[src/i2cbm_pkg.sv]
// Package for the I2C byte master: sequencer phase codes, command, status and
// register codes, and the control and result structs shared by the step logic and top.
// No dependencies.
package i2cbm_pkg;

  localparam logic [2:0] CMD_NONE  = 3'd0;
  localparam logic [2:0] CMD_START = 3'd1;
  localparam logic [2:0] CMD_STOP  = 3'd2;
  localparam logic [2:0] CMD_WRITE = 3'd3;
  localparam logic [2:0] CMD_READ  = 3'd4;

  localparam logic [1:0] STAT_OK      = 2'd0;
  localparam logic [1:0] STAT_TIMEOUT = 2'd1;
  localparam logic [1:0] STAT_NACK    = 2'd2;

  localparam logic REG_HALF_PERIOD = 1'b0;
  localparam logic REG_TIMEOUT     = 1'b1;

  localparam int unsigned HALF_PERIOD_RESET    = 5;
  localparam int unsigned STRETCH_TIMEOUT_RESET = 10000;

  localparam int unsigned BITS_PER_BYTE = 8;

  typedef enum logic [25:0] {
    PH_IDLE  = 26'h0000001,
    PH_ST_W  = 26'h0000002,
    PH_ST_D1 = 26'h0000004,
    PH_ST_D2 = 26'h0000008,
    PH_ST_D3 = 26'h0000010,
    PH_ST_D4 = 26'h0000020,
    PH_SP_D1 = 26'h0000040,
    PH_SP_D2 = 26'h0000080,
    PH_SP_W  = 26'h0000100,
    PH_SP_D3 = 26'h0000200,
    PH_SP_D4 = 26'h0000400,
    PH_WR_D1 = 26'h0000800,
    PH_WR_W  = 26'h0001000,
    PH_WR_D2 = 26'h0002000,
    PH_WR_D3 = 26'h0004000,
    PH_WA_D1 = 26'h0008000,
    PH_WA_W  = 26'h0010000,
    PH_WA_D2 = 26'h0020000,
    PH_WA_D3 = 26'h0040000,
    PH_RD_W  = 26'h0080000,
    PH_RD_D1 = 26'h0100000,
    PH_RD_D2 = 26'h0200000,
    PH_RA_D1 = 26'h0400000,
    PH_RA_W  = 26'h0800000,
    PH_RA_D2 = 26'h1000000,
    PH_RA_D3 = 26'h2000000
  } phase_t;

  // Sequencer state other than the two tick counters
  typedef struct packed {
    phase_t     phase;
    logic [3:0] bit_count;
    logic [7:0] shift_reg;
    logic [2:0] active_command;
    logic       ack_to_send;
    logic [1:0] pending_status;
    logic       scl_drv;
    logic       sda_drv;
  } ctl_t;

  typedef struct packed {
    logic       scl_release;
    logic       sda_release;
    logic       busy_res;
    logic       done_res;
    logic [7:0] rx_byte;
    logic [1:0] status;
  } result_t;

endpackage

[src/i2cbm_in_if.sv]
// Input channel of the I2C byte master: one bus tick item per handshake.
// Standalone valid/ready interface, no package dependency.
interface i2cbm_in_if;
  logic       valid;
  logic       ready;
  logic [2:0] kind;
  logic [7:0] tx_byte;
  logic       send_ack;
  logic       scl_in;
  logic       sda_in;

  modport source (output valid, kind, tx_byte, send_ack, scl_in, sda_in, input ready);
  modport sink   (input valid, kind, tx_byte, send_ack, scl_in, sda_in, output ready);
endinterface

[src/i2cbm_out_if.sv]
// Result channel of the I2C byte master: line drive and command status per tick.
// Standalone valid/ready interface, no package dependency.
interface i2cbm_out_if;
  logic       valid;
  logic       ready;
  logic       scl_release;
  logic       sda_release;
  logic       busy_res;
  logic       done_res;
  logic [7:0] rx_byte;
  logic [1:0] status;

  modport source (output valid, scl_release, sda_release, busy_res, done_res, rx_byte,
                  status, input ready);
  modport sink   (input valid, scl_release, sda_release, busy_res, done_res, rx_byte,
                  status, output ready);
endinterface

[src/i2cbm_step.sv]
// Next-state logic of the I2C byte sequencer for one bus tick.
// Uses i2cbm_pkg for the phase codes and the control and result structs.
module i2cbm_step #(
  parameter int DELAY_WIDTH   = 16,
  parameter int TIMEOUT_WIDTH = 20
) (
  input  i2cbm_pkg::ctl_t         st,
  input  logic [DELAY_WIDTH-1:0]   delay_count,
  input  logic [TIMEOUT_WIDTH-1:0] stretch_count,
  input  logic [DELAY_WIDTH-1:0]   half_period,
  input  logic [TIMEOUT_WIDTH-1:0] stretch_timeout,
  input  logic [2:0]               kind,
  input  logic [7:0]               tx_byte,
  input  logic                     send_ack,
  input  logic                     scl_in,
  input  logic                     sda_in,
  output i2cbm_pkg::ctl_t         st_nxt,
  output logic [DELAY_WIDTH-1:0]   delay_nxt,
  output logic [TIMEOUT_WIDTH-1:0] stretch_nxt,
  output i2cbm_pkg::result_t      res
);
  import i2cbm_pkg::*;

  logic [DELAY_WIDTH-1:0]   d_inc;
  logic [TIMEOUT_WIDTH-1:0] s_inc;
  logic                     d_hit;
  logic                     s_tmo;
  logic                     go_en;
  phase_t                   go_ph;
  logic                     fin;
  logic [1:0]               fin_st;
  ctl_t                     n;

  // Saturating tick counters
  assign d_inc = (delay_count != '1) ? delay_count + DELAY_WIDTH'(1) : delay_count;
  assign s_inc = (stretch_count != '1) ? stretch_count + TIMEOUT_WIDTH'(1) : stretch_count;
  assign d_hit = (d_inc >= half_period);
  assign s_tmo = (s_inc >= stretch_timeout);

  always_comb begin
    n           = st;
    delay_nxt   = delay_count;
    stretch_nxt = stretch_count;
    go_en       = 1'b0;
    go_ph       = PH_IDLE;
    fin         = 1'b0;
    fin_st      = STAT_OK;

    case (st.phase)
      PH_IDLE: begin
        if (kind == CMD_START || kind == CMD_STOP || kind == CMD_WRITE || kind == CMD_READ) begin
          n.active_command = kind;
          n.shift_reg      = tx_byte;
          n.ack_to_send    = send_ack;
          n.bit_count      = 4'd0;
          n.pending_status = STAT_OK;
          go_en            = 1'b1;
          if (kind == CMD_START) begin
            n.sda_drv = 1'b1;
            n.scl_drv = 1'b1;
            go_ph     = PH_ST_W;
          end else if (kind == CMD_STOP) begin
            n.scl_drv = 1'b0;
            go_ph     = PH_SP_D1;
          end else if (kind == CMD_WRITE) begin
            n.sda_drv = tx_byte[7];
            go_ph     = PH_WR_D1;
          end else begin
            n.shift_reg = 8'd0;
            n.sda_drv   = 1'b1;
            n.scl_drv   = 1'b1;
            go_ph       = PH_RD_W;
          end
        end
      end
      PH_ST_W: begin
        if (scl_in) begin
          go_en = 1'b1; go_ph = PH_ST_D1;
        end else begin
          stretch_nxt = s_inc;
          if (s_tmo) begin
            go_en = 1'b1; go_ph = PH_ST_D2;
          end
        end
      end
      PH_ST_D1: begin
        delay_nxt = d_inc;
        if (d_hit) begin
          go_en = 1'b1; go_ph = PH_ST_D2;
        end
      end
      PH_ST_D2: begin
        delay_nxt = d_inc;
        if (d_hit) begin
          n.sda_drv = 1'b0; go_en = 1'b1; go_ph = PH_ST_D3;
        end
      end
      PH_ST_D3: begin
        delay_nxt = d_inc;
        if (d_hit) begin
          n.scl_drv = 1'b0; go_en = 1'b1; go_ph = PH_ST_D4;
        end
      end
      PH_ST_D4: begin
        delay_nxt = d_inc;
        if (d_hit) begin
          fin = 1'b1; fin_st = STAT_OK; go_en = 1'b1; go_ph = PH_IDLE;
        end
      end
      PH_SP_D1: begin
        delay_nxt = d_inc;
        if (d_hit) begin
          n.sda_drv = 1'b0; go_en = 1'b1; go_ph = PH_SP_D2;
        end
      end
      PH_SP_D2: begin
        delay_nxt = d_inc;
        if (d_hit) begin
          n.scl_drv = 1'b1; go_en = 1'b1; go_ph = PH_SP_W;
        end
      end
      PH_SP_W: begin
        if (scl_in) begin
          go_en = 1'b1; go_ph = PH_SP_D3;
        end else begin
          stretch_nxt = s_inc;
          if (s_tmo) begin
            n.sda_drv = 1'b1; go_en = 1'b1; go_ph = PH_SP_D4;
          end
        end
      end
      PH_SP_D3: begin
        delay_nxt = d_inc;
        if (d_hit) begin
          n.sda_drv = 1'b1; go_en = 1'b1; go_ph = PH_SP_D4;
        end
      end
      PH_SP_D4: begin
        delay_nxt = d_inc;
        if (d_hit) begin
          fin = 1'b1; fin_st = st.pending_status; go_en = 1'b1; go_ph = PH_IDLE;
        end
      end
      PH_WR_D1: begin
        delay_nxt = d_inc;
        if (d_hit) begin
          n.scl_drv = 1'b1; go_en = 1'b1; go_ph = PH_WR_W;
        end
      end
      PH_WR_W: begin
        if (scl_in) begin
          go_en = 1'b1; go_ph = PH_WR_D2;
        end else begin
          stretch_nxt = s_inc;
          // Timeout: pull SCL low and issue a stop
          if (s_tmo) begin
            n.pending_status = STAT_TIMEOUT;
            n.scl_drv        = 1'b0;
            go_en            = 1'b1;
            go_ph            = PH_SP_D1;
          end
        end
      end
      PH_WR_D2: begin
        delay_nxt = d_inc;
        if (d_hit) begin
          n.scl_drv   = 1'b0;
          n.shift_reg = {st.shift_reg[6:0], 1'b0};
          n.bit_count = st.bit_count + 4'd1;
          go_en       = 1'b1;
          go_ph       = PH_WR_D3;
        end
      end
      PH_WR_D3: begin
        delay_nxt = d_inc;
        if (d_hit) begin
          go_en = 1'b1;
          if (st.bit_count < 4'(BITS_PER_BYTE)) begin
            n.sda_drv = st.shift_reg[7];
            go_ph     = PH_WR_D1;
          end else begin
            n.sda_drv = 1'b1;
            go_ph     = PH_WA_D1;
          end
        end
      end
      PH_WA_D1: begin
        delay_nxt = d_inc;
        if (d_hit) begin
          n.scl_drv = 1'b1; go_en = 1'b1; go_ph = PH_WA_W;
        end
      end
      PH_WA_W: begin
        if (scl_in) begin
          go_en = 1'b1; go_ph = PH_WA_D2;
        end else begin
          stretch_nxt = s_inc;
          if (s_tmo) begin
            n.pending_status = STAT_TIMEOUT;
            n.scl_drv        = 1'b0;
            go_en            = 1'b1;
            go_ph            = PH_SP_D1;
          end
        end
      end
      PH_WA_D2: begin
        delay_nxt = d_inc;
        if (d_hit) begin
          n.pending_status = sda_in ? STAT_NACK : STAT_OK;
          n.scl_drv        = 1'b0;
          go_en            = 1'b1;
          go_ph            = PH_WA_D3;
        end
      end
      PH_WA_D3: begin
        delay_nxt = d_inc;
        if (d_hit) begin
          n.sda_drv = 1'b1;
          go_en     = 1'b1;
          if (st.pending_status == STAT_NACK) begin
            n.scl_drv = 1'b0;
            go_ph     = PH_SP_D1;
          end else begin
            fin    = 1'b1;
            fin_st = STAT_OK;
            go_ph  = PH_IDLE;
          end
        end
      end
      PH_RD_W: begin
        if (scl_in) begin
          go_en = 1'b1; go_ph = PH_RD_D1;
        end else begin
          stretch_nxt = s_inc;
          // Timeout: return the partial byte at once
          if (s_tmo) begin
            n.scl_drv = 1'b0;
            fin       = 1'b1;
            fin_st    = STAT_TIMEOUT;
            go_en     = 1'b1;
            go_ph     = PH_IDLE;
          end
        end
      end
      PH_RD_D1: begin
        delay_nxt = d_inc;
        if (d_hit) begin
          n.shift_reg = {st.shift_reg[7:1], st.shift_reg[0] | sda_in};
          n.scl_drv   = 1'b0;
          n.bit_count = st.bit_count + 4'd1;
          go_en       = 1'b1;
          go_ph       = PH_RD_D2;
        end
      end
      PH_RD_D2: begin
        delay_nxt = d_inc;
        if (d_hit) begin
          go_en = 1'b1;
          if (st.bit_count < 4'(BITS_PER_BYTE)) begin
            n.shift_reg = {st.shift_reg[6:0], 1'b0};
            n.scl_drv   = 1'b1;
            go_ph       = PH_RD_W;
          end else begin
            n.sda_drv = ~st.ack_to_send;
            go_ph     = PH_RA_D1;
          end
        end
      end
      PH_RA_D1: begin
        delay_nxt = d_inc;
        if (d_hit) begin
          n.scl_drv = 1'b1; go_en = 1'b1; go_ph = PH_RA_W;
        end
      end
      PH_RA_W: begin
        if (scl_in) begin
          go_en = 1'b1; go_ph = PH_RA_D2;
        end else begin
          stretch_nxt = s_inc;
          if (s_tmo) begin
            n.scl_drv = 1'b0; go_en = 1'b1; go_ph = PH_RA_D3;
          end
        end
      end
      PH_RA_D2: begin
        delay_nxt = d_inc;
        if (d_hit) begin
          n.scl_drv = 1'b0; go_en = 1'b1; go_ph = PH_RA_D3;
        end
      end
      PH_RA_D3: begin
        delay_nxt = d_inc;
        if (d_hit) begin
          n.sda_drv = 1'b1;
          fin       = 1'b1;
          fin_st    = STAT_OK;
          go_en     = 1'b1;
          go_ph     = PH_IDLE;
        end
      end
      default: begin
        go_en = 1'b1;
        go_ph = PH_IDLE;
      end
    endcase

    // Phase change clears both tick counters
    if (go_en) begin
      n.phase     = go_ph;
      delay_nxt   = '0;
      stretch_nxt = '0;
    end
    st_nxt = n;

    res.scl_release = n.scl_drv;
    res.sda_release = n.sda_drv;
    res.busy_res    = (n.phase != PH_IDLE);
    res.done_res    = fin;
    res.rx_byte     = (fin && n.active_command == CMD_READ) ? n.shift_reg : 8'd0;
    res.status      = fin ? fin_st : STAT_OK;
  end

endmodule

[src/i2c_byte_master_with_stretch_timeout_core.sv]
// I2C byte master with clock-stretch timeout: top level.
// An accepted item passes through the input register, then the sequencer step into
// the result register. Throughput: one item per cycle while the result channel
// is not stalled by out_ch.ready.
// Reset (synchronous, rst_n low): sequencer idle, both lines released,
// half period 5 ticks, stretch timeout 10000 ticks, both channels empty.
module i2c_byte_master_with_stretch_timeout_core #(
  parameter int DELAY_WIDTH   = 16,
  parameter int TIMEOUT_WIDTH = 20
) (
  input  logic clk,
  input  logic rst_n,
  i2cbm_in_if.sink    in_ch,
  i2cbm_out_if.source out_ch,
  input  logic cfg_we,
  input  logic cfg_index,
  input  logic [((DELAY_WIDTH > TIMEOUT_WIDTH) ? DELAY_WIDTH : TIMEOUT_WIDTH)-1:0] cfg_wdata
);
  import i2cbm_pkg::*;

  logic [DELAY_WIDTH-1:0]   half_period_r;
  logic [TIMEOUT_WIDTH-1:0] stretch_timeout_r;

  // Input register
  logic       s1_valid_r;
  logic [2:0] kind_r;
  logic [7:0] tx_byte_r;
  logic       send_ack_r;
  logic       scl_in_r;
  logic       sda_in_r;

  // Sequencer state
  ctl_t                     ctl_r;
  ctl_t                     ctl_nxt;
  logic [DELAY_WIDTH-1:0]   delay_r;
  logic [DELAY_WIDTH-1:0]   delay_nxt;
  logic [TIMEOUT_WIDTH-1:0] stretch_r;
  logic [TIMEOUT_WIDTH-1:0] stretch_nxt;

  // Result register
  logic    out_valid_r;
  result_t res_r;
  result_t res_nxt;

  logic adv;

  assign adv         = s1_valid_r && (!out_valid_r || out_ch.ready);
  assign in_ch.ready = !s1_valid_r || adv;

  always_ff @(posedge clk) begin
    if (!rst_n) begin
      half_period_r     <= DELAY_WIDTH'(HALF_PERIOD_RESET);
      stretch_timeout_r <= TIMEOUT_WIDTH'(STRETCH_TIMEOUT_RESET);
    end else if (cfg_we) begin
      case (cfg_index)
        REG_HALF_PERIOD: half_period_r     <= cfg_wdata[DELAY_WIDTH-1:0];
        REG_TIMEOUT:     stretch_timeout_r <= cfg_wdata[TIMEOUT_WIDTH-1:0];
        default: ;
      endcase
    end
  end

  always_ff @(posedge clk) begin
    if (!rst_n) begin
      s1_valid_r <= 1'b0;
    end else if (in_ch.ready) begin
      s1_valid_r <= in_ch.valid;
    end
  end

  always_ff @(posedge clk) begin
    if (in_ch.valid && in_ch.ready) begin
      kind_r     <= in_ch.kind;
      tx_byte_r  <= in_ch.tx_byte;
      send_ack_r <= in_ch.send_ack;
      scl_in_r   <= in_ch.scl_in;
      sda_in_r   <= in_ch.sda_in;
    end
  end

  i2cbm_step #(
    .DELAY_WIDTH   (DELAY_WIDTH),
    .TIMEOUT_WIDTH (TIMEOUT_WIDTH)
  ) u_step (
    .st              (ctl_r),
    .delay_count     (delay_r),
    .stretch_count   (stretch_r),
    .half_period     (half_period_r),
    .stretch_timeout (stretch_timeout_r),
    .kind            (kind_r),
    .tx_byte         (tx_byte_r),
    .send_ack        (send_ack_r),
    .scl_in          (scl_in_r),
    .sda_in          (sda_in_r),
    .st_nxt          (ctl_nxt),
    .delay_nxt       (delay_nxt),
    .stretch_nxt     (stretch_nxt),
    .res             (res_nxt)
  );

  // Advance the sequencer only when the item moves into the result register
  always_ff @(posedge clk) begin
    if (!rst_n) begin
      ctl_r.phase          <= PH_IDLE;
      ctl_r.bit_count      <= 4'd0;
      ctl_r.shift_reg      <= 8'd0;
      ctl_r.active_command <= CMD_NONE;
      ctl_r.ack_to_send    <= 1'b0;
      ctl_r.pending_status <= STAT_OK;
      ctl_r.scl_drv        <= 1'b1;
      ctl_r.sda_drv        <= 1'b1;
      delay_r              <= '0;
      stretch_r            <= '0;
      out_valid_r          <= 1'b0;
    end else begin
      if (adv) begin
        ctl_r       <= ctl_nxt;
        delay_r     <= delay_nxt;
        stretch_r   <= stretch_nxt;
        out_valid_r <= 1'b1;
      end else if (out_ch.ready) begin
        out_valid_r <= 1'b0;
      end
    end
  end

  always_ff @(posedge clk) begin
    if (adv) begin
      res_r <= res_nxt;
    end
  end

  assign out_ch.valid       = out_valid_r;
  assign out_ch.scl_release = res_r.scl_release;
  assign out_ch.sda_release = res_r.sda_release;
  assign out_ch.busy_res    = res_r.busy_res;
  assign out_ch.done_res    = res_r.done_res;
  assign out_ch.rx_byte     = res_r.rx_byte;
  assign out_ch.status      = res_r.status;

endmodule
[src/flat_wrapper.sv]
// flat-port wrapper written by rule: the top's interface ports become plain ports
module i2c_byte_master_with_stretch_timeout_core_flat import i2cbm_pkg::*;
#(
  parameter int DELAY_WIDTH   = 16,
  parameter int TIMEOUT_WIDTH = 20
)
  (clk, rst_n, cfg_we, cfg_index, cfg_wdata, in_ch_valid, in_ch_kind, in_ch_tx_byte, in_ch_send_ack, in_ch_scl_in, in_ch_sda_in, in_ch_ready, out_ch_valid, out_ch_scl_release, out_ch_sda_release, out_ch_busy_res, out_ch_done_res, out_ch_rx_byte, out_ch_status, out_ch_ready);
  i2cbm_in_if in_ch_i ();
  i2cbm_out_if out_ch_i ();
  input  logic clk;
  input  logic rst_n;
  input  logic cfg_we;
  input  logic cfg_index;
  input  logic [((DELAY_WIDTH > TIMEOUT_WIDTH) ? DELAY_WIDTH : TIMEOUT_WIDTH)-1:0] cfg_wdata;
  input wire logic [$bits(in_ch_i.valid)-1:0] in_ch_valid;
  input wire logic [$bits(in_ch_i.kind)-1:0] in_ch_kind;
  input wire logic [$bits(in_ch_i.tx_byte)-1:0] in_ch_tx_byte;
  input wire logic [$bits(in_ch_i.send_ack)-1:0] in_ch_send_ack;
  input wire logic [$bits(in_ch_i.scl_in)-1:0] in_ch_scl_in;
  input wire logic [$bits(in_ch_i.sda_in)-1:0] in_ch_sda_in;
  output wire logic [$bits(in_ch_i.ready)-1:0] in_ch_ready;
  output wire logic [$bits(out_ch_i.valid)-1:0] out_ch_valid;
  output wire logic [$bits(out_ch_i.scl_release)-1:0] out_ch_scl_release;
  output wire logic [$bits(out_ch_i.sda_release)-1:0] out_ch_sda_release;
  output wire logic [$bits(out_ch_i.busy_res)-1:0] out_ch_busy_res;
  output wire logic [$bits(out_ch_i.done_res)-1:0] out_ch_done_res;
  output wire logic [$bits(out_ch_i.rx_byte)-1:0] out_ch_rx_byte;
  output wire logic [$bits(out_ch_i.status)-1:0] out_ch_status;
  input wire logic [$bits(out_ch_i.ready)-1:0] out_ch_ready;
  assign in_ch_i.valid = in_ch_valid;
  assign in_ch_i.kind = in_ch_kind;
  assign in_ch_i.tx_byte = in_ch_tx_byte;
  assign in_ch_i.send_ack = in_ch_send_ack;
  assign in_ch_i.scl_in = in_ch_scl_in;
  assign in_ch_i.sda_in = in_ch_sda_in;
  assign in_ch_ready = in_ch_i.ready;
  assign out_ch_valid = out_ch_i.valid;
  assign out_ch_scl_release = out_ch_i.scl_release;
  assign out_ch_sda_release = out_ch_i.sda_release;
  assign out_ch_busy_res = out_ch_i.busy_res;
  assign out_ch_done_res = out_ch_i.done_res;
  assign out_ch_rx_byte = out_ch_i.rx_byte;
  assign out_ch_status = out_ch_i.status;
  assign out_ch_i.ready = out_ch_ready;
  i2c_byte_master_with_stretch_timeout_core #(.DELAY_WIDTH(DELAY_WIDTH), .TIMEOUT_WIDTH(TIMEOUT_WIDTH)) u_core (.clk(clk), .rst_n(rst_n), .in_ch(in_ch_i), .out_ch(out_ch_i), .cfg_we(cfg_we), .cfg_index(cfg_index), .cfg_wdata(cfg_wdata));
endmodule
[config.mk]
export PLATFORM = sky130hd
export DESIGN_NAME = i2c_byte_master_with_stretch_timeout_core_flat
export DESIGN_NICKNAME = d
export VERILOG_FILES = /design/src/i2cbm_pkg.sv /design/src/i2cbm_in_if.sv /design/src/i2cbm_out_if.sv /design/src/i2cbm_step.sv /design/src/i2c_byte_master_with_stretch_timeout_core.sv /design/src/flat_wrapper.sv
export SDC_FILE = /design/constraint.sdc
export NUM_CORES = 1
export LEC_CHECK = 0
export ABC_AREA = 1
export CAP_MARGIN = 20
export CORE_MARGIN = 2
export CORE_UTILIZATION = 30
export DETAILED_ROUTE_END_ITERATION = 8
export DONT_BUFFER_PORTS = 1
export GPL_TIMING_DRIVEN = 0
export SKIP_CTS_REPAIR_TIMING = 1
export SYNTH_ARGS = -nofsm -noshare
export SYNTH_HDL_FRONTEND = slang
export SYNTH_HIERARCHICAL = 1
export SYNTH_SLANG_ARGS = --single-unit
[constraint.sdc]
create_clock -name clk -period 3.9 [get_ports clk]
set_clock_uncertainty 0.05 [all_clocks]
set_input_delay 0.585 -clock clk [delete_from_list [all_inputs] [get_ports clk]]
set_output_delay 0.585 -clock clk [all_outputs]
set_load 0.005 [all_outputs]
==> results.ini, run 1 <==
[layout]
multi_input_area_um2=6890
n_fill_cell=3893
fin_cells=2366
seqCellArea_um2=3300
syn2layout_area_growth_pct=21.2
drive_above_1_share=0.185
fin_nets=1964
antenna_cells=0

[clock_tree]
root_buffer=clkbuf_16
clk_pin_slew_ps=70
cts-buffers-inserted=17
cts_sinks=148
cts_max_path_buffers=2
cts_tree=built
htreeDepth=4
clk_latency_ps=440

[synth]
synth.distinct_cells=44
syn-cell-area_um2=11200
synth_nets=1892
synth-main-ff-cell=dfxtp_1
yosysWarnings=6
ys_seq_area_frac=0.290
syn_area_per_cell_um2=6.17
synth_edf_count=28
async_flop_share=0
syn_inst=1813
ys_ff_latch=148

[pwr]
p_switching_mw=1.53
sequentialPowerShare=0.382
power_density_nw_per_um2=340
ir_drop_v=0.000282
p_int_mw=3.07
switching_share=0.332
p_leak_nw=6.12
pwr-share-clk=0.370
pwr-share-comb=0.248

[critical_path]
r2r-start=u_core/delay_r[0]$_SDFFE_PN0P_
cp_max_fo=8
cp-start-kind=register
end_kind=register
required_ps=4210
critPathArrivalTime_ps=4250
r2r_cells=21
rr_endpoint=u_core/ctl_r[23]$_SDFFE_PN0P_
r2r_slack_ps=-40
worst-setup-path-type=register to register

[floorplanning]
die_w_um=197
dieArea_um2=38800
placementRows=70
ioPinCount=56
core_um2=36700
die_y_um=197
start_util=0.305

[place]
gp_congestion=0.965
dp.final_hpwl_um=28400
placed_cells_incl_taps=2281
dp_slack_ps=-1150
port_buffers=0

[run]
cap_violations=0

[sta]
period_share=1.01
max_freq_ghz=0.254
fin_ws_ps=-37.6
worst_pin_slew_ps=1110
tns_ps=-48.7
period_minus_slack_ps=3940
relSlewSlack=0.253
hold_violations=0
rsz0062_at_grt=true
setup_viol=2
drv_slew=0

[grt]
antenna_found_initial=0
grt_usage=0.190
grt_pass1_wl_um=58000
grt_pass1_vias=10600
grt_remaining_overflow=0
grt_max_degree=17

[worst_hold_path]
hold_start=in_ch_scl_in
hold_path_class=primary input to register
min_path_cells=0
min_delay_worst_endpoint=u_core/scl_in_r$_DFFE_PP_

[routing]
viasPerCell=5.02
num_vias=11900
wl_per_cell_um=16.4
dr.first_iter.drc_count=1073
wl_um=38800
ant_nets=0
drc=0
first_pass_iters=6

[run_status]
status=complete, but fails checks
violations=setup timing

flip-flops by register name (all words and copies together), names as in the netlist:
name,flops
u_core/kind_r,3
u_core/sda_in_r,1
u_core/ctl_r,46
u_core/out_ch.rx_byte,8
u_core/stretch_timeout_r,20
u_core/half_period_r,16
u_core/out_ch.scl_release,1
u_core/out_ch.busy_res,1
u_core/tx_byte_r,8
u_core/out_ch.valid,1
u_core/stretch_r,20
u_core/scl_in_r,1
u_core/out_ch.done_res,1
u_core/out_ch.sda_release,1
u_core/s1_valid_r,1
u_core/delay_r,16
u_core/send_ack_r,1
u_core/out_ch.status,2
power by group through the flow:
| stage | Combinational (mW) | Sequential, mW | Clock, mW |
|---|---|---|---|
| 2_1_floorplan | 0.697 | 1.76 | 0 |
| 3_3_place_gp | 0.911 | 1.79 | 0 |
| 3_5_place_dp | 0.929 | 1.79 | 0 |
| 4_1_cts | 0.933 | 1.76 | 1.74 |
| 5_1_grt | 1.26 | 1.77 | 1.80 |
| 6_report | 1.14 | 1.76 | 1.70 |
synthesized netlist by cell type, types with 15 or more instances:
| cell | number | area, um2 |
|---|---|---|
| nand2_1 | 389 | 1460 |
| nor2_1 | 307 | 1150 |
| inv_1 | 275 | 1030 |
| nand3_1 | 176 | 881 |
| dfxtp_1 | 120 | 2400 |
| a21oi_1 | 116 | 581 |
| o21ai_0 | 101 | 505 |
| ha_1 | 39 | 488 |
| buf_2 | 36 | 180 |
| nor3_1 | 31 | 155 |
| edfxtp_1 | 28 | 841 |
| nand4_1 | 26 | 163 |
| clkbuf_1 | 19 | 71.3 |
| buf_4 | 16 | 120 |
| xor2_1 | 16 | 140 |
| buf_6 | 15 | 169 |
layout by cell type (no fill, tap or decap), types with 19 or more instances in the layout:
cell type and count:
inv_1 266, nand4_1 26, buf_2 35, nand2_1 365, buf_4 57, nor3_1 20, edfxtp_1 28, clkbuf_16 21
nor2_2 19, nand2_2 30, dfxtp_1 96, o21ai_0 91, a21oi_1 109, ha_1 33, nor2_1 289, buf_6 19
nand3_1 162
cells by family after synthesis:
kind of cell	synth area share
AND/OR/NAND/NOR	0.381
buffers and inverters	0.143
AO/OA/AOI/OAI	0.125
flip-flops	0.290
adder cells (fa/ha/maj)	0.0436
XOR/XNOR	0.0157
multiplexers	0.000895
routing by layer:
| metal | track usage | wire length, um | vias up |
|---|---|---|---|
| met4 | 0.0610 | 1040 | 0 |
| met3 | 0.0230 | 2070 | 62 |
| met1 | 0.257 | 17400 | 5516 |
| met5 | 0 | 0 | - |
| li1 | - | - | 5891 |
| met2 | 0.316 | 18300 | 420 |
area by class of cell:
class / count / area share
Multi-Input combinational cell: 1299 / 0.508
Sequential cell: 148 / 0.243
Inverter: 281 / 0.0787
Buffer: 86 / 0.0474
Tap cell: 468 / 0.0432
Timing Repair Buffer: 52 / 0.0351
Clock buffer: 21 / 0.0347
Clock inverter: 11 / 0.00932
worst max-delay path by stage:
stage / from / endpoint
4_1_cts: u_core/delay_r[0]$_SDFFE_PN0P_ / u_core/ctl_r[0]$_SDFFE_PN1P_
5_1_grt: u_core/delay_r[0]$_SDFFE_PN0P_ / u_core/ctl_r[32]$_SDFFE_PN0P_
3_5_place_dp: u_core/delay_r[0]$_SDFFE_PN0P_ / u_core/ctl_r[0]$_SDFFE_PN1P_
3_3_place_gp: u_core/delay_r[0]$_SDFFE_PN0P_ / u_core/ctl_r[0]$_SDFFE_PN1P_
6_report: u_core/delay_r[0]$_SDFFE_PN0P_ / u_core/ctl_r[23]$_SDFFE_PN0P_
2_1_floorplan: u_core/delay_r[0]$_SDFFE_PN0P_ / u_core/ctl_r[17]$_SDFFE_PN0P_
through the flow:
stage | util | hold slack, ps | instance area [um2] | total power, mW
floorplan | - | 392 | 11200 | 2.45
global placement | 0.321 | 410 | 11800 | 2.70
detailed placement | 0.321 | 413 | 11800 | 2.72
CTS | 0.337 | 178 | 12400 | 4.43
global route | 0.369 | 179 | 13600 | 4.83
finish | 0.369 | 196 | 13600 | 4.60
worst max-delay path: stages (launching register included):
cell and delay [ps]:
dfxtp_4 380, ha_4 160, nand2_2 70, nor3_4 210, nand4_1 150, buf_4 170
buf_4 120, o32a_1 370, ha_1 310, nand4_1 170, nor3_2 250, nand2_2 140
nand2_4 160, clkinvlp_4 220, buf_4 200, clkbuf_16 140, o22ai_1 160, o21bai_2 140
inv_1 50, nand3_1 70, nand2_1 50, nor2_1 100
Power figures use the tool's default switching activity.
==> run 2: changes to the inputs <==
ABC_AREA = not set   (was 1)
clock period = 4.2 ns   (was 3.9 ns; I/O delays follow)
==> run 2 against run 1 <==
Critical endpoint is now u_core/delay_r[11]$_SDFFE_PN0P_. Setup slack improved by 26 ps. Count of clock-buffer cells in the layout fell by 1. The flow still finishes with violations (setup timing). Synthesized cell count fell by 29%. Register-to-register slack improved by 30 ps. Total power fell by 22%. Critical path depth fell by 1. Sequential share of layout area rose by 2.8 points. Wire length fell by 20%. Largest power group is now clock. Maximum frequency fell by 6.5%. Final area fell by 11%.
==> results.ini, run 2 <==
[run_status]
status=complete, but fails checks
violations=setup timing

[grt]
grt_pass1_wl_um=47600
grt_pass1_vias=8772
antenna_found_initial=1
grt_max_degree=24
grt_usage=0.168
grt_remaining_overflow=0

[layout]
antenna_cells=0
syn2layout_area_growth_pct=17.9
fin_cells=1797
most-common-layout-cells=313 x nand2_1, 100 x dfxtp_1, 84 x mux2i_1
final_common_cell=nand2_1
n_fill_cell=3405
top_register=u_core/ctl_r
fin_nets=1415
largest_reg_flops=46
reg_top3=u_core/ctl_r (46), u_core/stretch_r (20), u_core/stretch_timeout_r (20)
drive_above_1_share=0.172
final_cell_area_um2=12100

[sta]
worst_pin_slew_ps=1080
rsz0062_at_grt=true
tns_ps=-17.6
max_freq_ghz=0.237
period_share=1.00
hold_violations=0
relSlewSlack=0.272
fin_ws_ps=-12.0
setup_viol=2
period_minus_slack_ps=4210
drv_slew=0

[synth]
synth_nets=1367
syn_area_per_cell_um2=7.99
yosysMostFrequentCell=nand2_1
ys_seq_area_frac=0.315
synth_edf_count=28
async_flop_share=0
synth.top_cells.by_area=dfxtp_1 23%, nand2_1 11%, mux2i_1 8.3%
yosysTopAreaCellShare=0.234
synth-main-ff-cell=dfxtp_1
yosysWarnings=6
synth.distinct_cells=87
ys_ff_latch=148
netlist_top_cells_count=315 x nand2_1, 120 x dfxtp_1, 85 x mux2i_1
yosysTopAreaCell=dfxtp_1
syn_inst=1288
syn-cell-area_um2=10300

[pwr]
p_int_mw=2.58
switching_share=0.277
sequentialPowerShare=0.423
power_density_nw_per_um2=294
p_switching_mw=0.989
pwr-share-comb=0.140
pwr-share-clk=0.437
p_leak_nw=4.56
ir_drop_v=0.000311

[critical_path]
worstSetupEndpoint=u_core/delay_r[11]$_SDFFE_PN0P_
end_kind=register
cp-start-kind=register
r2r_slack_ps=-10
crit_start=u_core/stretch_r[12]$_SDFFE_PN0P_
r2r_cells=20
worst-setup-path-type=register to register
cp_max_fo=5
critPathArrivalTime_ps=4530
r2r-start=u_core/stretch_r[12]$_SDFFE_PN0P_
rr_endpoint=u_core/delay_r[11]$_SDFFE_PN0P_
required_ps=4520

[floorplanning]
placementRows=67
die_w_um=189
die_y_um=189
start_util=0.306
core_um2=33600
dieArea_um2=35800
ioPinCount=56

[clock_tree]
htreeDepth=4
cts_tree=built
cts-buffers-inserted=17
clk_latency_ps=440
cts_max_path_buffers=2
root_buffer=clkbuf_16
clk_pin_slew_ps=70
cts_sinks=148

[place]
port_buffers=0
postPlaceCellArea_um2=10900
placed_cells_incl_taps=1737
gp_congestion=0.936
dp.final_hpwl_um=22500

[routing]
wl_um=31000
first_pass_iters=5
drc=0
viasPerCell=5.26
num_vias=9446
ant_nets=0
wl_per_cell_um=17.3
dr.first_iter.drc_count=532

[run]
cap_violations=0

[worst_hold_path]
hold_start=in_ch_send_ack
hold_path_class=primary input to register

-- run 2: changes by cell type after synthesis, moves of 20 or more --
cell,before,now
nand2_1,389,315
nand3_1,176,46
o21ai_0,101,28
nor2b_1,0,20
a21oi_1,116,38
or4_1,0,20
nor4_1,4,31
nor2_1,307,75
mux2i_1,1,85
xnor2_1,4,26
a21boi_0,1,21
inv_1,275,53
-- run 2: layout make-up --
| class | instances | area, um2 | area share |
|---|---|---|---|
| timing repair buffer | 34 | 293 | 0.0241 |
| multi-input combinational | 1008 | 6630 | 0.546 |
| sequential | 148 | 3300 | 0.272 |
| buffer | 73 | 548 | 0.0452 |
| tap | 448 | 561 | 0.0462 |
| inverter | 54 | 203 | 0.0167 |
| clock buffer | 20 | 489 | 0.0403 |
| clock inverter | 12 | 113 | 0.00928 |
-- run 2: worst max-delay path, stage by stage, from the launching register on --
cell and delay, ps:
dfxtp_4 360, nand4_1 180, buf_4 200, nor4_4 330, nand3_4 140, buf_6 160, and3_4 190, and3_4 190
xor2_2 140, ha_1 330, a21oi_2 120, o21ai_1 90, a221o_1 360, a211oi_4 330, buf_4 180, a21o_4 150
o21ai_4 110, buf_4 200, a21oi_1 110, nand2_1 70, mux2i_1 150
-- run 2: logic make-up after synthesis --
kind of cell,Yosys count,synth area share
fa+ha+maj,39,0.0474
compound gates,176,0.121
flops,148,0.315
xor+xnor,49,0.0417
simple gates,655,0.317
mux,88,0.0860
buf+inv,133,0.0710
-- run 2: worst min-delay path by stage --
stage | slack (ps) | cells past startpoint | to
6_report | 230 | 0 | u_core/send_ack_r$_DFFE_PP_
2_1_floorplan | 380 | 2 | u_core/ctl_r[5]$_SDFFE_PN0P_
4_1_cts | 210 | 0 | u_core/send_ack_r$_DFFE_PP_
3_5_place_dp | 400 | 2 | u_core/ctl_r[27]$_SDFFE_PN0P_
3_3_place_gp | 390 | 2 | u_core/ctl_r[19]$_SDFFE_PN0P_
5_1_grt | 210 | 0 | u_core/send_ack_r$_DFFE_PP_
-- run 2: layer usage --
layer	GRT usage	wire length (um)
met5	0	11
met4	0.0679	709
met3	0.0345	1830
met2	0.275	14900
met1	0.217	13600
-- run 2: metrics by stage --
| step | hold WS, ps | utilization | worst slack [ps] | total power, mW |
|---|---|---|---|---|
| 5_1_grt | 209 | 0.361 | -198 | 3.70 |
| 4_1_cts | 208 | 0.341 | -1340 | 3.55 |
| 6_report | 232 | 0.361 | -12.0 | 3.57 |
| 3_3_place_gp | 391 | 0.323 | -1280 | 1.97 |
| 2_1_floorplan | 381 | - | 35.2 | 1.85 |
| 3_5_place_dp | 397 | 0.323 | -1300 | 1.97 |
-- run 2: power by group through the flow --
| stage | sequential, mW | combinational (mW) | clock [mW] |
|---|---|---|---|
| 6_report | 1.51 | 0.500 | 1.56 |
| 5_1_grt | 1.51 | 0.536 | 1.65 |
| 4_1_cts | 1.52 | 0.429 | 1.60 |
| 3_5_place_dp | 1.55 | 0.427 | 0 |
| 3_3_place_gp | 1.55 | 0.426 | 0 |
| 2_1_floorplan | 1.54 | 0.315 | 0 |
==> run 3: changes to the inputs <==
REMOVE_ABC_BUFFERS = 1   (was not set)
==> run 3 against run 2 <==
The flow still finishes with violations (setup timing). Largest power group is now registers. Critical path depth fell by 1. Register-to-register slack got worse by 50 ps. Clock power fell by 3%.
==> results.ini, run 3 (synthesis results as in run 2) <==
[run_status]
status=complete, but fails checks
violations=setup timing

[grt]
grt_usage=0.153
antenna_found_initial=1
grt_max_degree=200
grt_pass1_vias=8361
grt_remaining_overflow=0
grt_pass1_wl_um=44000

[routing]
wl_per_cell_um=16.6
first_pass_iters=5
viasPerCell=5.24
drc=0
dr.first_iter.drc_count=740
num_vias=9055
wl_um=28600
ant_nets=0

[critical_path]
worst-setup-path-type=register to register
critPathArrivalTime_ps=4570
cp_max_fo=9
required_ps=4510
end_kind=register
cp-start-kind=register

[place]
postPlaceCellArea_um2=10400
dp.final_hpwl_um=19500
port_buffers=0
gp_congestion=0.881

[floorplanning]
placementRows=67
die_y_um=189
dieArea_um2=35800
start_util=0.306
die_w_um=189
ioPinCount=56
core_um2=33600

[layout]
final_util=0.346
final_cell_area_um2=11600
fin_nets=1345
largest_reg_flops=46
drive_above_1_share=0.122
syn2layout_area_growth_pct=13.1
reg_top3=u_core/ctl_r (46), u_core/stretch_r (20), u_core/stretch_timeout_r (20)
final_common_cell=nand2_1
top_register=u_core/ctl_r
most-common-layout-cells=315 x nand2_1, 100 x dfxtp_1, 84 x mux2i_1

[sta]
relSlewSlack=0.302
fin_ws_ps=-65.9
period_share=1.02
rsz0062_at_grt=true
period_minus_slack_ps=4270
hold_violations=0
setup_viol=16
worst_pin_slew_ps=1040
hold_slack_ps=241
drv_slew=0
max_freq_ghz=0.234

[clock_tree]
cts-buffers-inserted=17
cts_max_path_buffers=2
cts_tree=built
clk_pin_slew_ps=60
cts_sinks=148
root_buffer=clkbuf_16
htreeDepth=4
clk_latency_ps=440

[pwr]
total_power_mw=3.48
ir_drop_v=0.000245
p_leak_nw=4.27
power_density_nw_per_um2=299

[worst_hold_path]
hold_path_class=primary input to register

[run]
cap_violations=0

-- run 3: changes by cell type in the layout (fill, tap and decap cells not counted), sizes merged --
cell / change
clkbuf: -13
bufinv: +1
or2: +1
buf: -55
inv: -4
diode: +2
clkinv: -1
-- run 3: where the power goes --
group          switching, mW  leakage [nW]  internal, mW  total [mW]
Combinational          0.260          2.73         0.176       0.436
Clock                  0.605         0.283         0.918        1.52
Sequential            0.0321          1.26          1.48        1.52
Total                  0.897          4.27          2.58        3.48
-- run 3: routing by layer --
layer  track usage  share of wire
met1         0.199           0.46
met2         0.256           0.48
met3        0.0271          0.043
met4        0.0490          0.023
met5             0              0
-- run 3: worst paths after layout --
check	startpoint	to	slack (ps)	depth (start not counted)
setup / recovery	u_core/stretch_r[12]$_SDFFE_PN0P_	u_core/delay_r[9]$_SDFFE_PN0P_	-70	19
hold / removal	in_ch_tx_byte[1]	u_core/tx_byte_r[1]$_DFFE_PP_	240	0
setup reg to reg	u_core/stretch_r[12]$_SDFFE_PN0P_	u_core/delay_r[9]$_SDFFE_PN0P_	-70	19
hold reg to reg	u_core/half_period_r[1]$_SDFFE_PN0P_	u_core/half_period_r[1]$_SDFFE_PN0P_	400	2
-- run 3: final cells by class --
type,count,area (um2)
Antenna cell,2,5.00
Clock buffer,23,478
Clock inverter,8,100
Fill cell,3446,22000
Inverter,54,203
Multi-Input combinational cell,1009,6580
Sequential cell,148,3290
Tap cell,448,561
Timing Repair Buffer,36,429
-- run 3: critical path: stages, from the launching register on --
cell       delay [ps]
dfxtp_2           350
nand4_1           230
or4_4             570
nor2_4            120
and3_4            240
nand3_4            80
mux2i_2           290
ha_1              300
nand4_1           150
nor2_1             60
a221o_1           340
a211oi_4          300
buf_4             180
a21o_4            180
o21ai_4            90
buf_12            190
clkbuf_16         160
a21oi_1           110
nand2_1            60
mux2i_1           120
-- run 3: through the flow --
stage | TNS (ps) | worst slack, ps | cells
final | -676 | -65.9 | 1728
after global routing | -6240 | -226 | 1726
after CTS | -75300 | -1180 | 1693
after detailed placement | -71370 | -1130 | 1662
after global placement | -162960 | -2180 | 1657
after floorplan | -33360 | -584 | 1209
